`src/sv/pdbc_pkg.sv`:
```
`timescale 1ns / 1ps
`default_nettype none
// ----------------------------------------------------------------------------
// Pixel deprojection package
// Shared widths, fixed-point types, register codes and the saturation helper.
// ----------------------------------------------------------------------------
package pdbc_pkg;

    localparam int PIX_W     = 16;
    localparam int DEPTH_W   = 16;
    localparam int FOCAL_W   = 24;
    localparam int COEF_W    = 32;
    localparam int CFG_W     = 32;
    localparam int CFG_IDX_W = 3;
    localparam int MID_W     = 48;
    localparam int HALF_W    = MID_W / 2;
    localparam int PROD_W    = 2 * MID_W;
    localparam int SUM_W     = MID_W + 4;
    localparam int Q_SHIFT   = 28;
    localparam int OUT_W     = 40;
    localparam int OUT_SHIFT = 20;
    localparam int MUL_LAT   = 5;
    localparam int SCALE_LAT = 4;

    typedef logic signed [MID_W-1:0] mid_t;
    typedef logic [MID_W-1:0]        mag_t;
    typedef logic signed [SUM_W-1:0] sum_t;
    typedef logic signed [OUT_W-1:0] out_t;
    typedef logic [DEPTH_W-1:0]      depth_t;

    localparam mid_t MID_MAX = {1'b0, {(MID_W-1){1'b1}}};
    localparam sum_t Q_ONE   = sum_t'(64'd1 << Q_SHIFT);
    localparam out_t OUT_MAX = {1'b0, {(OUT_W-1){1'b1}}};
    localparam out_t OUT_MIN = {1'b1, {(OUT_W-1){1'b0}}};

    localparam logic [FOCAL_W-1:0] INV_FOCAL_RESET = 24'd27962;

    typedef enum logic [CFG_IDX_W-1:0] {
        CFG_PRINCIPAL_POINT,
        CFG_INV_FOCAL_X,
        CFG_INV_FOCAL_Y,
        CFG_RADIAL_K1,
        CFG_RADIAL_K2,
        CFG_RADIAL_K3,
        CFG_TANGENTIAL_P1,
        CFG_TANGENTIAL_P2
    } cfg_reg_e;

    function automatic mid_t sat_mid(input sum_t v);
        mid_t r;
        if (v > sum_t'(MID_MAX))
        begin
            r = MID_MAX;
        end
        else if (v < -sum_t'(MID_MAX))
        begin
            r = -MID_MAX;
        end
        else
        begin
            r = v[MID_W-1:0];
        end
        return r;
    endfunction

endpackage

`default_nettype wire

```
`src/sv/pdbc_scale.sv`:
```
`timescale 1ns / 1ps
`default_nettype none
// ----------------------------------------------------------------------------
// Depth scaler
// Multiplies a corrected Q.28 coordinate by the depth, truncates toward zero
// to Q.8 and saturates to the 40-bit output range, over four stages.
// ----------------------------------------------------------------------------
module pdbc_scale
(
    input  wire logic                            clk,
    input  wire logic [pdbc_pkg::SCALE_LAT-1:0]  en,
    input  wire pdbc_pkg::mid_t                  u,
    input  wire pdbc_pkg::depth_t                depth,
    output pdbc_pkg::out_t                       point
);

    localparam int MID_W   = pdbc_pkg::MID_W;
    localparam int HALF_W  = pdbc_pkg::HALF_W;
    localparam int DEPTH_W = pdbc_pkg::DEPTH_W;
    localparam int OUT_W   = pdbc_pkg::OUT_W;
    localparam int PP_W    = HALF_W + DEPTH_W;
    localparam int FULL_W  = MID_W + DEPTH_W;
    localparam int M_W     = FULL_W - pdbc_pkg::OUT_SHIFT;

    pdbc_pkg::mag_t     mag_reg, mag_next;
    pdbc_pkg::depth_t   depth_reg;
    logic               neg_reg [0:2];
    logic [PP_W-1:0]    lo_reg, hi_reg, lo_next, hi_next;
    logic [FULL_W-1:0]  full_sum;
    logic [M_W-1:0]     m_reg;
    logic               ovf;
    pdbc_pkg::out_t     point_reg, point_next;

    always_comb
    begin
        mag_next = u[MID_W-1] ? pdbc_pkg::mag_t'(-u) : pdbc_pkg::mag_t'(u);
        lo_next  = mag_reg[HALF_W-1:0] * depth_reg;
        hi_next  = mag_reg[MID_W-1:HALF_W] * depth_reg;
        full_sum = FULL_W'(lo_reg) + (FULL_W'(hi_reg) << HALF_W);

        ovf = |m_reg[M_W-1:OUT_W-1];
        if (neg_reg[2])
        begin
            point_next = ovf ? pdbc_pkg::OUT_MIN : -pdbc_pkg::out_t'(m_reg[OUT_W-1:0]);
        end
        else
        begin
            point_next = ovf ? pdbc_pkg::OUT_MAX : pdbc_pkg::out_t'(m_reg[OUT_W-1:0]);
        end
    end

    always_ff @(posedge clk)
    begin
        if (en[0])
        begin
            mag_reg    <= mag_next;
            neg_reg[0] <= u[MID_W-1];
            depth_reg  <= depth;
        end
        if (en[1])
        begin
            lo_reg     <= lo_next;
            hi_reg     <= hi_next;
            neg_reg[1] <= neg_reg[0];
        end
        if (en[2])
        begin
            m_reg      <= full_sum[FULL_W-1:pdbc_pkg::OUT_SHIFT];
            neg_reg[2] <= neg_reg[1];
        end
        if (en[3])
        begin
            point_reg <= point_next;
        end
    end

    assign point = point_reg;

endmodule

`default_nettype wire

```
`config.mk`:
```
export PLATFORM = sky130hd
export DESIGN_NAME = pdbc_scale
export DESIGN_NICKNAME = d
export VERILOG_FILES = /design/src/sv/pdbc_pkg.sv /design/src/sv/pdbc_scale.sv
export SDC_FILE = /design/constraint.sdc
export NUM_CORES = 2
export LEC_CHECK = 0
export BUFFER_PORTS_ARGS = -buffer_cell sky130_fd_sc_hd__buf_4
export CAP_MARGIN = 30
export CORE_MARGIN = 5
export CORE_UTILIZATION = 30
export DETAILED_ROUTE_END_ITERATION = 16
export SLEW_MARGIN = 20
export SYNTH_ARGS = -nofsm -noshare
export SYNTH_HDL_FRONTEND = slang
export SYNTH_SLANG_ARGS = --single-unit
```
`constraint.sdc`:
```
create_clock -name clk -period 8.25 [get_ports clk]
set_clock_uncertainty 0.2 [all_clocks]
set_input_delay 1.65 -clock clk [delete_from_list [all_inputs] [get_ports clk]]
set_output_delay 1.65 -clock clk [all_outputs]
set_load 0.02 [all_outputs]
```
Yosys cells after proc, flatten, opt, wreduce, memory -nomap -nowiden

Memory sizes are Yosys's and may differ from the RTL's.
Index checks and enable logic that the tools add are counted.

Flip-flop bits (word level): 228
Memories: 1
Word-level logic and storage cells: 24
Output and inout bits: 40
Bits in writable memories: 3

Multiply operators: 2
Reductions and logical operators: 1
Muxes and demuxes: 10
Add/subtract/negate cells: 3

Memory list:

| name    | depth | bits a word | rd ports | clocked after memory_dff | wr ports | RTL line         | source |
|---|---|---|---|---|---|---|---|
| neg_reg | 3     | 1           | 3        | 0                        | 3        | pdbc_scale.sv:27 | `logic neg_reg [0:2];` |

Operators by type and width:

| cell                                           | count |
|---|---|
| 40-bit two-way mux                             | 3 |
| 24-bit by 16-bit multiplier with 40-bit output | 2 |
| 40-bit by 64-bit adder with 64-bit output      | 1 |
| 48-bit negator                                 | 1 |
| 47-bit two-way mux                             | 1 |
| 40-bit negator                                 | 1 |
| 1-bit two-way mux                              | 6 |
| 5-bit OR reduction                             | 1 |

Longest topological paths before layout

Depth after elaboration: 3
Gate-level depth with buffers: 25
Gate-level depth less buffers: 23

Least setup slack after synthesis

OpenSTA, ideal clock, no wires.

Path kind: reg-to-reg
Start point: register depth_reg[1]
End point: register hi_reg[39], data pin
Stages on the path, launching flop included: 23
Setup slack: 1.720 ns
Arrival time: 6.068 ns
Period minus slack after synthesis: 6.530 ns
Cell sequence: edfxtp_1 -> clkbuf_1 -> clkbuf_1 -> nand2_1 -> fa_1 -> fa_1 -> fa_1 -> inv_1 -> fa_1 -> fa_1 -> inv_1 -> fa_1 -> inv_1 -> ha_1 -> clkbuf_1 -> nand2_1 -> or3_1 -> o211ai_1 -> a21o_1 -> a41oi_1 -> a211o_1 -> o21ai_0 -> xnor2_1

Longest elaborated chain between the ends: 1

RTL lines:

| item                                           | RTL line         | source |
|---|---|---|
| from (decl)                                    | pdbc_scale.sv:26 | `pdbc_pkg::depth_t depth_reg;` |
| from (signal assigned)                         | pdbc_scale.sv:58 | `depth_reg <= depth;` |
| 24-bit by 16-bit multiplier with 40-bit output | pdbc_scale.sv:38 | `hi_next = mag_reg[MID_W-1:HALF_W] * depth_reg;` |
| via hi_next[39]                                | pdbc_scale.sv:28 | `logic [PP_W-1:0] lo_reg, hi_reg, lo_next, hi_next;` |
| to (signal assigned)                           | pdbc_scale.sv:63 | `hi_reg <= hi_next;` |
| to (decl)                                      | pdbc_scale.sv:28 |  |

The timed path passes the listed nets, and every way through them passes these cells.
A chain may end at the register's enable or synchronous reset.

Worst setup path after layout

Start point: register depth_reg[1]
End point: register hi_reg[37], data pin

Same word-level chain as after synthesis.

==> flow_summary.ini <==
[worst_setup_path]
rr_worst_depth = 21
cp-startpoint = depth_reg[1]$_DFFE_PP_
r2r-end = hi_reg[37]$_DFFE_PP_
worst-setup-path-type = flip-flop to flip-flop
path_buf_inv = 4
crit_path_end = hi_reg[37]$_DFFE_PP_
path_depth = 21
path_cells = buf_4 -> nand2_1 -> fa_1 -> fa_1 -> inv_1 -> fa_1 -> fa_1 -> fa_1 -> inv_1 -> fa_1 -> inv_1 -> ha_1 -> and3_1 -> o2111ai_1 -> a2bb2oi_1 -> o211ai_1 -> a311oi_1 -> a21boi_0 -> a21oi_1 -> o21ai_0 -> xor2_1
cp-end-kind = flip-flop
startpoint_type = flip-flop
cp_common_cell = fa_1
path_delay_family = adder cells
crit_arrival_ps = 7610
crit_slowest_cell = edfxtp_1
worstPathMaxFanout = 16
worstReg2RegStart = depth_reg[1]$_DFFE_PP_
crit_required_ps = 8390
slowest_delay_ps = 980
r2r_slack_ps = 780

[worst_hold_path]
hp-class = flip-flop to flip-flop

[clock_tree]
clkSinkCount = 211
clockBufferDepth = 3
cts_root_buf = clkbuf_16
cts_hold_buf = 0
cts-htree-levels = 1
insertion_delay_ps = 620
ctsResizeCount = 0
cts_made_buffers = 27
postCtsSetupBuffers = 0
path_clk_slew_ps = 70
cts_tree = yes

[drt]
drt_first_pass_iters = 7
vias = 23100
ant_nets = 0
drtIter0Drc = 1491
drc = 0
via_per_inst = 4.63
wl_per_cell_um = 17.0
routed_wl_um = 84700

[die]
io_pins = 109
core_sq_um = 111000
row_count = 122
die_area_sq_um = 118000
start_util_pct = 30.2
die_x_um = 343
die_height_um = 343

[run_status]
status = complete, no violations

[timing]
timing.fmax_mhz = 134
layout_setup_ws_ps = 780
final.setup.tns_ps = 0
relSlewSlack_pct = 35.7
period_needed_ps = 7470
post-route-period-util_pct = 90.5
setup_viol = 0
worst_pin_slew_ps = 965
rsz0062_at_grt = false
finalHoldViolCount = 0
slew_viol_final = 0

[cells_and_area]
multi_input_area_sq_um = 23800
largest_register_ffs = 48
drive_gt1_share_pct = 6.04
regArea_sq_um = 6340
layout.nets = 4391
area_growth_pct = 10.3
diodes = 0
fill_cells = 11400
fin_util_pct = 33.3

[placed_design]
dp_hpwl_um = 65300
dp_slack_ps = 846
port_buffers = 108
place.gp.congestion = 0.864

[logic_synthesis]
yosys_warnings = 0
synth-seq-cells = 211
netlist_instances = 3440
syn-cell-area_sq_um = 33400
avgSynthCellArea_sq_um = 9.70
ys_async_sr_fraction_pct = 0
syn-num-nets = 4360
ys.flop_type = edfxtp_1
ys_seq_area_share_pct = 19.0
ys_types = 62
synth_edf_count = 211

[grt]
track_usage_pct = 14.8
grt_pass1_vias = 25000
antenna_found_initial = 0
overflow = 0
grt_max_degree = 66
grt_first_pass_wirelength_um = 139000

[job]
maxCapViolations = 0
## logic make-up (layout without fill, tap and decap cells)
group           after synthesis  in the layout  share of synthesized area, %
xor+xnor                    172            172                          4.52
buf+inv                     859            911                          9.69
simple gates               1065           1065                          15.6
flops                       211            211                          19.0
compound gates              282            282                          5.52
fa+ha+maj                   851            851                          45.7
## how the worst min path moves through the flow
| stage | endpoint | start | slack (ps) | cells past startpoint |
|---|---|---|---|---|
| floorplan | m_reg[0]$_DFFE_PP_ | lo_reg[20]$_DFFE_PP_ | 200 | 0 |
| global placement | neg_reg[0][2]$_DFFE_PP_ | neg_reg[0][1]$_DFFE_PP_ | 210 | 0 |
| detailed placement | neg_reg[0][2]$_DFFE_PP_ | neg_reg[0][1]$_DFFE_PP_ | 210 | 0 |
| CTS | neg_reg[0][2]$_DFFE_PP_ | neg_reg[0][1]$_DFFE_PP_ | 220 | 0 |
| global route | neg_reg[0][2]$_DFFE_PP_ | neg_reg[0][1]$_DFFE_PP_ | 240 | 0 |
| finish | neg_reg[0][2]$_DFFE_PP_ | neg_reg[0][1]$_DFFE_PP_ | 220 | 0 |
## area by class of cell
cell class                      instances  share of cell area (%)
Tap cell                             1488                    5.06
Multi-Input combinational cell       2370                    64.6
Clock inverter                         22                   0.592
Sequential cell                       211                    17.2
Clock buffer                           28                    1.85
Timing Repair Buffer                  155                    3.44
Inverter                              706                    7.20
## cell usage after synthesis, types with 23 or more instances
library cell,n,area share [%]
a21o_1,38,0.86
a21oi_1,74,1.1
and2_1,329,6.2
clkbuf_1,149,1.7
edfxtp_1,211,19
fa_1,612,37
ha_1,239,9.0
inv_1,706,7.9
nand2_1,517,5.8
nand3_1,29,0.44
nor2_1,72,0.81
o21ai_0,60,0.90
o31ai_1,23,0.52
xnor2_1,120,3.2
xor2_1,52,1.4
## routing by layer
layer | global-route usage (%) | part of all wire, %
met4 | 3.09 | 1.9
met2 | 22.6 | 43
met3 | 3.41 | 7.7
met1 | 21.5 | 47
met5 | 0 | 0
## per-stage QoR
stage,cells,hold WS (ps),instance area (sq um)
2_1_floorplan,3440,200,33400
3_3_place_gp,4927,208,35900
3_5_place_dp,4929,205,35900
4_1_cts,4979,220,36800
5_1_grt,4980,242,36800
6_report,4980,216,36800
## cell usage in the layout, fill, tap and decap left out, types with 5 or more instances in the layout
| cell type | n |
|---|---|
| ha_1 | 239 |
| a21oi_1 | 74 |
| nor2b_1 | 12 |
| clkinv_1 | 5 |
| buf_4 | 144 |
| and3_1 | 16 |
| and2_1 | 329 |
| o31ai_1 | 23 |
| buf_12 | 8 |
| o21ai_0 | 60 |
| a211oi_1 | 7 |
| nor4_1 | 5 |
| a21o_1 | 38 |
| xor2_1 | 52 |
| inv_1 | 706 |
| clkbuf_16 | 27 |
| o21a_1 | 8 |
| xnor2_1 | 120 |
| a21boi_0 | 5 |
| nand2b_1 | 6 |
| or4_1 | 19 |
| nor2_1 | 72 |
| nand3_1 | 29 |
| nand2_1 | 517 |
| a31oi_1 | 13 |
| nor3_1 | 15 |
| inv_6 | 5 |
| or3_1 | 12 |
| o211ai_1 | 7 |
| o21bai_1 | 7 |
| fa_1 | 612 |
| edfxtp_1 | 211 |
| o41ai_1 | 13 |
| nand4_1 | 18 |
Power is left out: the tool's default activity adds up to more than one toggle a clock period on the data nets, which glitch-free logic cannot reach.
